$ cat src/design/modular_exponentiator_assert.svh
`ifndef MODULAR_EXPONENTIATOR_ASSERT_SVH
`define MODULAR_EXPONENTIATOR_ASSERT_SVH

// checked only out of reset
`define MODEXP_ASSERT(lbl, prop, msg) \
  lbl: assert property (@(posedge clk) disable iff (!rst_n) prop) else $error(msg);

// checked also across reset
`define MODEXP_ASSERT_RST(lbl, prop, msg) \
  lbl: assert property (@(posedge clk) prop) else $error(msg);

`endif

$ cat src/design/modexp_pkg.sv
package modexp_pkg;

  localparam int WIDTH = 32;
  localparam int CNT_W = $clog2(WIDTH);

  typedef enum logic [1:0] {
    OP_RED,
    OP_MUL,
    OP_SQR
  } op_t;

  typedef struct packed {
    logic load;
    logic init;
    logic step;
    logic wb;
    logic shift_exp;
    op_t  op;
  } cmd_t;

  typedef struct packed {
    logic mod_zero;
    logic exp_zero;
    logic exp_bit;
    logic exp_last;
    logic cnt_done;
  } sts_t;

endpackage

$ cat src/design/modular_exponentiator.sv
// Modular exponentiator: out_power_result = in_base_value ** in_exponent_value mod
// in_modulus_value, by right-to-left square and multiply. A beat is taken when start is
// high and busy is low; the result shows for exactly one cycle with out_valid and
// cannot be held off, so the receiver must take it then. A zero modulus returns 0
// with out_zero_modulus_error set, going from the check state straight to output. Otherwise the base is first
// reduced, then each exponent bit below the highest set one costs a squaring (none for
// the highest), plus a multiply when the bit is set; every such modular operation runs
// on one bit-serial double-and-add unit at one multiplier bit per cycle, each set up,
// stepped through all WIDTH multiplier bits and written back, and each bit gets an
// evaluate state that looks at the exponent.
// An exponent of zero gives 1 even for a modulus of 1.
module modular_exponentiator (
  input  logic                          clk,
  input  logic                          rst_n,
  input  logic                          start,
  output logic                          busy,
  input  logic [modexp_pkg::WIDTH-1:0]  in_base_value,
  input  logic [modexp_pkg::WIDTH-1:0]  in_exponent_value,
  input  logic [modexp_pkg::WIDTH-1:0]  in_modulus_value,
  output logic                          out_valid,
  output logic [modexp_pkg::WIDTH-1:0]  out_power_result,
  output logic                          out_zero_modulus_error
);

  modexp_pkg::cmd_t cmd;
  modexp_pkg::sts_t sts;

  modexp_ctrl u_ctrl (
    .clk       (clk),
    .rst_n     (rst_n),
    .start     (start),
    .busy      (busy),
    .out_valid (out_valid),
    .cmd       (cmd),
    .sts       (sts)
  );

  modexp_dp u_dp (
    .clk                    (clk),
    .rst_n                  (rst_n),
    .cmd                    (cmd),
    .sts                    (sts),
    .in_base_value          (in_base_value),
    .in_exponent_value      (in_exponent_value),
    .in_modulus_value       (in_modulus_value),
    .out_power_result       (out_power_result),
    .out_zero_modulus_error (out_zero_modulus_error)
  );

endmodule

$ cat src/design/modexp_ctrl.sv
`include "modular_exponentiator_assert.svh"

module modexp_ctrl (
  input  logic              clk,
  input  logic              rst_n,
  input  logic              start,
  output logic              busy,
  output logic              out_valid,
  output modexp_pkg::cmd_t  cmd,
  input  modexp_pkg::sts_t  sts
);

  typedef enum logic [2:0] {
    S_IDLE,
    S_CHECK,
    S_INIT,
    S_RUN,
    S_WB,
    S_EVAL,
    S_OUT
  } state_t;

  state_t          state_r, state_nxt;
  modexp_pkg::op_t kind_r, kind_nxt;

  always_comb begin
    state_nxt     = state_r;
    kind_nxt      = kind_r;
    cmd           = '0;
    cmd.op        = kind_r;
    case (state_r)
      S_IDLE: begin
        if (start) begin
          cmd.load  = 1'b1;
          state_nxt = S_CHECK;
        end
      end
      S_CHECK: begin
        if (sts.mod_zero) begin
          state_nxt = S_OUT;
        end else begin
          kind_nxt  = modexp_pkg::OP_RED;
          state_nxt = S_INIT;
        end
      end
      S_INIT: begin
        cmd.init  = 1'b1;
        state_nxt = S_RUN;
      end
      S_RUN: begin
        cmd.step = 1'b1;
        if (sts.cnt_done) begin
          state_nxt = S_WB;
        end
      end
      S_WB: begin
        cmd.wb = 1'b1;
        case (kind_r)
          modexp_pkg::OP_MUL: begin
            if (sts.exp_last) begin
              state_nxt = S_OUT;
            end else begin
              kind_nxt  = modexp_pkg::OP_SQR;
              state_nxt = S_INIT;
            end
          end
          modexp_pkg::OP_SQR: begin
            cmd.shift_exp = 1'b1;
            state_nxt     = S_EVAL;
          end
          default: begin
            state_nxt = S_EVAL;
          end
        endcase
      end
      S_EVAL: begin
        if (sts.exp_zero) begin
          state_nxt = S_OUT;
        end else if (sts.exp_bit) begin
          kind_nxt  = modexp_pkg::OP_MUL;
          state_nxt = S_INIT;
        end else begin
          kind_nxt  = modexp_pkg::OP_SQR;
          state_nxt = S_INIT;
        end
      end
      S_OUT: begin
        state_nxt = S_IDLE;
      end
      default: begin
        state_nxt = S_IDLE;
      end
    endcase
  end

  always_ff @(posedge clk) begin
    if (!rst_n) begin
      state_r <= S_IDLE;
      kind_r  <= modexp_pkg::OP_RED;
    end else begin
      state_r <= state_nxt;
      kind_r  <= kind_nxt;
    end
  end

  assign busy      = (state_r != S_IDLE);
  assign out_valid = (state_r == S_OUT);

  `MODEXP_ASSERT(a_strobe_single, out_valid |=> !out_valid, "result strobe longer than one cycle")
  `MODEXP_ASSERT(a_accept_busy, (start && !busy) |=> (busy && !out_valid), "accepted beat not taken up")
  `MODEXP_ASSERT(a_step_only_run, cmd.step |-> !cmd.wb && !cmd.init, "datapath commands overlap")
  `MODEXP_ASSERT_RST(a_reset_idle, !rst_n |=> !busy, "busy after reset")

endmodule

$ cat src/design/modexp_dp.sv
module modexp_dp (
  input  logic                          clk,
  input  logic                          rst_n,
  input  modexp_pkg::cmd_t              cmd,
  output modexp_pkg::sts_t              sts,
  input  logic [modexp_pkg::WIDTH-1:0]  in_base_value,
  input  logic [modexp_pkg::WIDTH-1:0]  in_exponent_value,
  input  logic [modexp_pkg::WIDTH-1:0]  in_modulus_value,
  output logic [modexp_pkg::WIDTH-1:0]  out_power_result,
  output logic                          out_zero_modulus_error
);

  localparam int W = modexp_pkg::WIDTH;

  logic [W-1:0]                  sq_r, exp_r, mod_r, acc_r, prod_r, mplr_r, addend_r;
  logic [modexp_pkg::CNT_W-1:0]  cnt_r;
  logic [W:0]                    dbl_sum, add_sum;
  logic [W-1:0]                  dbl_mod, add_mod, prod_nxt, one_mod;

  // one double-and-add step, operands below the modulus
  always_comb begin
    dbl_sum  = {prod_r, 1'b0};
    dbl_mod  = (dbl_sum >= {1'b0, mod_r}) ? W'(dbl_sum - {1'b0, mod_r}) : W'(dbl_sum);
    add_sum  = {1'b0, dbl_mod} + {1'b0, addend_r};
    add_mod  = (add_sum >= {1'b0, mod_r}) ? W'(add_sum - {1'b0, mod_r}) : W'(add_sum);
    prod_nxt = mplr_r[W-1] ? add_mod : dbl_mod;
  end

  assign one_mod = (mod_r == W'(1)) ? '0 : W'(1);

  always_ff @(posedge clk) begin
    if (!rst_n) begin
      cnt_r <= '0;
    end else if (cmd.init) begin
      cnt_r <= '0;
    end else if (cmd.step) begin
      cnt_r <= cnt_r + 1'b1;
    end
  end

  always_ff @(posedge clk) begin
    if (cmd.load) begin
      sq_r  <= in_base_value;
      exp_r <= in_exponent_value;
      mod_r <= in_modulus_value;
      acc_r <= W'(1);
    end
    if (cmd.init) begin
      prod_r <= '0;
      case (cmd.op)
        modexp_pkg::OP_RED: begin
          mplr_r   <= sq_r;
          addend_r <= one_mod;
        end
        modexp_pkg::OP_MUL: begin
          mplr_r   <= acc_r;
          addend_r <= sq_r;
        end
        default: begin
          mplr_r   <= sq_r;
          addend_r <= sq_r;
        end
      endcase
    end
    if (cmd.step) begin
      prod_r <= prod_nxt;
      mplr_r <= {mplr_r[W-2:0], 1'b0};
    end
    if (cmd.wb) begin
      if (cmd.op == modexp_pkg::OP_MUL) begin
        acc_r <= prod_r;
      end else begin
        sq_r <= prod_r;
      end
    end
    if (cmd.shift_exp) begin
      exp_r <= {1'b0, exp_r[W-1:1]};
    end
  end

  always_comb begin
    sts.mod_zero = (mod_r == '0);
    sts.exp_zero = (exp_r == '0);
    sts.exp_bit  = exp_r[0];
    sts.exp_last = (exp_r[W-1:1] == '0);
    sts.cnt_done = (cnt_r == modexp_pkg::CNT_W'(W - 1));
  end

  assign out_power_result       = sts.mod_zero ? '0 : acc_r;
  assign out_zero_modulus_error = sts.mod_zero;

endmodule
$ cat config.mk
export PLATFORM = sky130hd
export DESIGN_NAME = modular_exponentiator
export DESIGN_NICKNAME = d
export VERILOG_FILES = /design/src/design/modexp_pkg.sv /design/src/design/modular_exponentiator.sv /design/src/design/modexp_ctrl.sv /design/src/design/modexp_dp.sv
export VERILOG_INCLUDE_DIRS = /design/src /design/src/design
export SDC_FILE = /design/constraint.sdc
export NUM_CORES = 1
export LEC_CHECK = 0
export BUFFER_PORTS_ARGS = -buffer_cell sky130_fd_sc_hd__buf_2
export CORE_AREA = 3 3 184 186
export DETAILED_ROUTE_END_ITERATION = 16
export DIE_AREA = 0 0 187 189
export PLACE_DENSITY = 0.66
export SETUP_SLACK_MARGIN = 0.4
export SLEW_MARGIN = 20
export SYNTH_ARGS = -nofsm -noshare
export SYNTH_HDL_FRONTEND = slang
export SYNTH_SLANG_ARGS = --single-unit
$ cat constraint.sdc
create_clock -name clk -period 9.5 [get_ports clk]
set_clock_uncertainty 0.1 [all_clocks]
set_input_delay 0.475 -clock clk [delete_from_list [all_inputs] [get_ports clk]]
set_output_delay 0.475 -clock clk [all_outputs]
set_load 0.01 [all_outputs]
==> key figures <==
Run status
  – Result of the run: finished clean

Setup path
  – Reg2reg path depth: 28
  – Crit-path max FO: 40
  – WP data arrival: 9.02 ns
  – Critical path data required time: 9.69 ns
  – Setup crit end kind: register
  – Setup slack, reg-to-reg: 0.67 ns
  – Crit Path Class: reg -> reg
  – Critical Path Start Type: register
  – CP max-delay cell: nor4_1
  – Largest stage delay, worst path: 0.58 ns

CTS
  – Clock Latency Late Sink: 0.59 ns
  – # clock sinks: 234
  – CTS tree: yes
  – # Post-CTS Setup Buffers: 0
  – Clock buffer depth: 3
  – Root buf cell: clkbuf_16
  – H-Tree Depth: 1
  – CTS clk-pin slew, worst paths: 0.06 ns
  – TritonCTS Buffers: 28

Power and ir drop
  – Clock share of power: 23.8%
  – Comb power frac: 48.2%
  – Sequential power share: 27.9%
  – Internal power: 2.66 mW
  – Leak: 7.86 nW
  – Switching portion of total power: 41.3%
  – VDD IR max: 0.151 mV
  – PwrDens: 247 mW/mm^2
  – Sw power: 1.87 mW

Timing
  – Crit path time final: 8.83 ns
  – Final number of hold-violating endpoints: 0
  – Total negative setup slack: 0 ns
  – FMAX: 0.113 GHz
  – Slew Limit Fails: 0
  – Slew @ Worst Pin: 0.913 ns
  – Endpoints failing setup: 0
  – RSZ-0062 raised after global routing: no
  – Hold_ws: 0.0342 ns
  – Slew headroom: 39.1%
  – Tcrit/Tclk final: 93.0%

GRT
  – Grt ovf: 0
  – Vias in the first global route: 13400
  – Gr usage total: 27.8%
  – Global-route wire length before repair: 78100 um
  – Initial antenna violation count: 0
  – Pin count of the biggest net entering global routing: 77

Hold path
  – Worst hold path class: in -> reg
  – Hold path cells: 3

Yosys
  – Syn nets: 1944
  – Post-Synthesis Cell Area: 0.0160 mm^2
  – Cell taking the most area after synthesis: edfxtp_1
  – Cells after synthesis: 1744
  – Synth warn: 0
  – Most common cell in the netlist: nor2_1
  – Mean Syn Cell Area: 9.20 um^2
  – Yosys cell types: 90
  – Post-synthesis sequential area ratio: 39.1%
  – Area contributors post-synth: edfxtp_1 30%, dfxtp_1 9.5%, ha_1 7.6%
  – Number of flops mapped to enable cells by yosys: 158
  – Main flop type after synthesis: edfxtp_1
  – Ys async rst share: 0%
  – Area share of the largest cell type after synthesis: 29.6%
  – Synthesized flop and latch total: 234
  – Commonest cells post-synth: 169 x nor2_1, 164 x nand2_1, 158 x edfxtp_1

Routing
  – Drt total wl: 50200 um
  – Pre-antenna DRT Iters: 5
  – Routed wire per std cell: 21.5 um
  – Initial DRC count: 1333
  – Vias: 14200
  – Number of remaining DRC errors: 0
  – Via density: 6.08
  – Antenna viol nets, final: 0

Job
  – Maximum capacitance violations: 0

Die
  – Core region area: 0.0325 mm^2
  – # IOs: 134
  – Die footprint: 0.0353 mm^2
  – Effective utilization at floorplan: 49.4%
  – # rows: 66
  – Die height: 189 um
  – Die width: 187 um

Place
  – Gp weighted congestion: 1.00
  – # port buffers: 133
  – Dpl hpwl: 37400 um

Cells and area
  – Final net count: 2071
  – Reg area: 0.00627 mm^2
  – Layout cell share with drive strength beyond 1: 14.1%
  – Layout overhead on the synthesized area: 14.2%
  – Number of diodes: 0
  – Multi-input logic area: 0.00917 mm^2
  – Fillers: 2912
[through the flow]
stage	area (um^2)	std cells	power (mW)	util, %	setup slack (ns)
after global routing	18300	2335	4.81	56.5	0.461
after CTS	18300	2335	4.49	56.4	0.689
after global placement	17100	2252	3.38	52.6	0.801
after detailed placement	17100	2252	3.39	52.6	0.832
final	18300	2335	4.52	56.5	0.666
after floorplan	16000	1744	2.89	-	2.66
[cells in the final DEF (no fill, tap or decap), drive strengths merged, types with 15 or more instances in the layout]
| cell type | n |
|---|---|
| nor4 | 18 |
| nor2b | 79 |
| nand4 | 15 |
| mux2 | 41 |
| buf | 151 |
| xnor2 | 44 |
| nor2 | 170 |
| inv | 80 |
| o21ai | 64 |
| a31oi | 46 |
| a21oi | 120 |
| a211oi | 29 |
| o211a | 15 |
| nand3 | 41 |
| mux2i | 42 |
| nor3 | 37 |
| o211ai | 18 |
| o21a | 24 |
| dlygate4sd3 | 31 |
| a22o | 33 |
| xor2 | 27 |
| dfxtp | 76 |
| a21o | 42 |
| ha | 98 |
| clkbuf | 43 |
| nand2 | 165 |
| edfxtp | 158 |
[what timing repair did]
action	4_1_cts	5_1_grt
setup endpoints to repair	0	2
resized for setup	0	1
hold buffers	31	0
endpoints found under the hold margin	31	0
[power groups by stage]
stage | combinational (mW) | clock (mW) | sequential [mW]
floorplan | 1.65 | 0 | 1.25
global placement | 2.10 | 0 | 1.28
detailed placement | 2.11 | 0 | 1.28
CTS | 2.13 | 1.10 | 1.26
global route | 2.40 | 1.14 | 1.27
finish | 2.18 | 1.08 | 1.26
[metal layers]
layer  vias to the layer above  routed length [um]  global-route usage (%)  part of all wire, %
met4                         0                1190                    6.72                  2.4
met2                       619               20500                    40.0                   41
met3                        67                4030                    4.35                  8.0
met5                         -                   0                       0                    0
li1                       6710                   -                       -                    -
met1                      6806               24500                    43.4                   49
[area by class of cell]
| cell class | instances | share of cell area (%) |
|---|---|---|
| clock buffers | 43 | 4.64 |
| clock inverters | 9 | 0.444 |
| well taps | 442 | 3.02 |
| inverters | 78 | 1.60 |
| repair buffers | 182 | 6.06 |
| flip-flops and latches | 234 | 34.2 |
| multi-input cells | 1347 | 50.0 |
[logic make-up after synthesis]
logic type	share of synthesized area [%]
compound gates	21.8
xor+xnor	3.88
fa+ha+maj	8.02
buf+inv	4.02
flops	39.1
mux	5.55
simple gates	17.7
[final timing paths]
kind                                                  from                            end
worst max-delay path               u_dp.mod_r[5]$_DFFE_PP_  u_dp.prod_r[26]$_SDFFCE_PN0P_
worst min-delay path                 in_exponent_value[31]    u_dp.exp_r[31]$_SDFFE_PP0P_
worst max register to register     u_dp.mod_r[5]$_DFFE_PP_  u_dp.prod_r[26]$_SDFFCE_PN0P_
worst min register to register  u_dp.cnt_r[4]$_SDFFE_PP0P_     u_dp.cnt_r[4]$_SDFFE_PP0P_
[registers in the layout (all words and copies together), names as in the netlist]
name and count:
u_dp.cnt_r 5, u_dp.acc_r 32, u_dp.addend_r 32, u_dp.prod_r 32
u_ctrl.state_r 3, u_dp.exp_r 32, u_dp.mod_r 32, u_dp.mplr_r 32
u_dp.sq_r 32, u_ctrl.kind_r 2
[worst max-delay path: cells and delay by family, from the launching register on]
kind / cells / cell delay (ns)
adder cells (fa/ha/maj): 3 / 1.06
XOR/XNOR: 1 / 0.16
flip-flops: 1 / 0.48
AO/OA/AOI/OAI: 9 / 2.82
AND/OR/NAND/NOR: 10 / 2.87
buffers and inverters: 4 / 0.64
multiplexers: 1 / 0.40
Note: power is estimated with default switching activity, not from simulation.
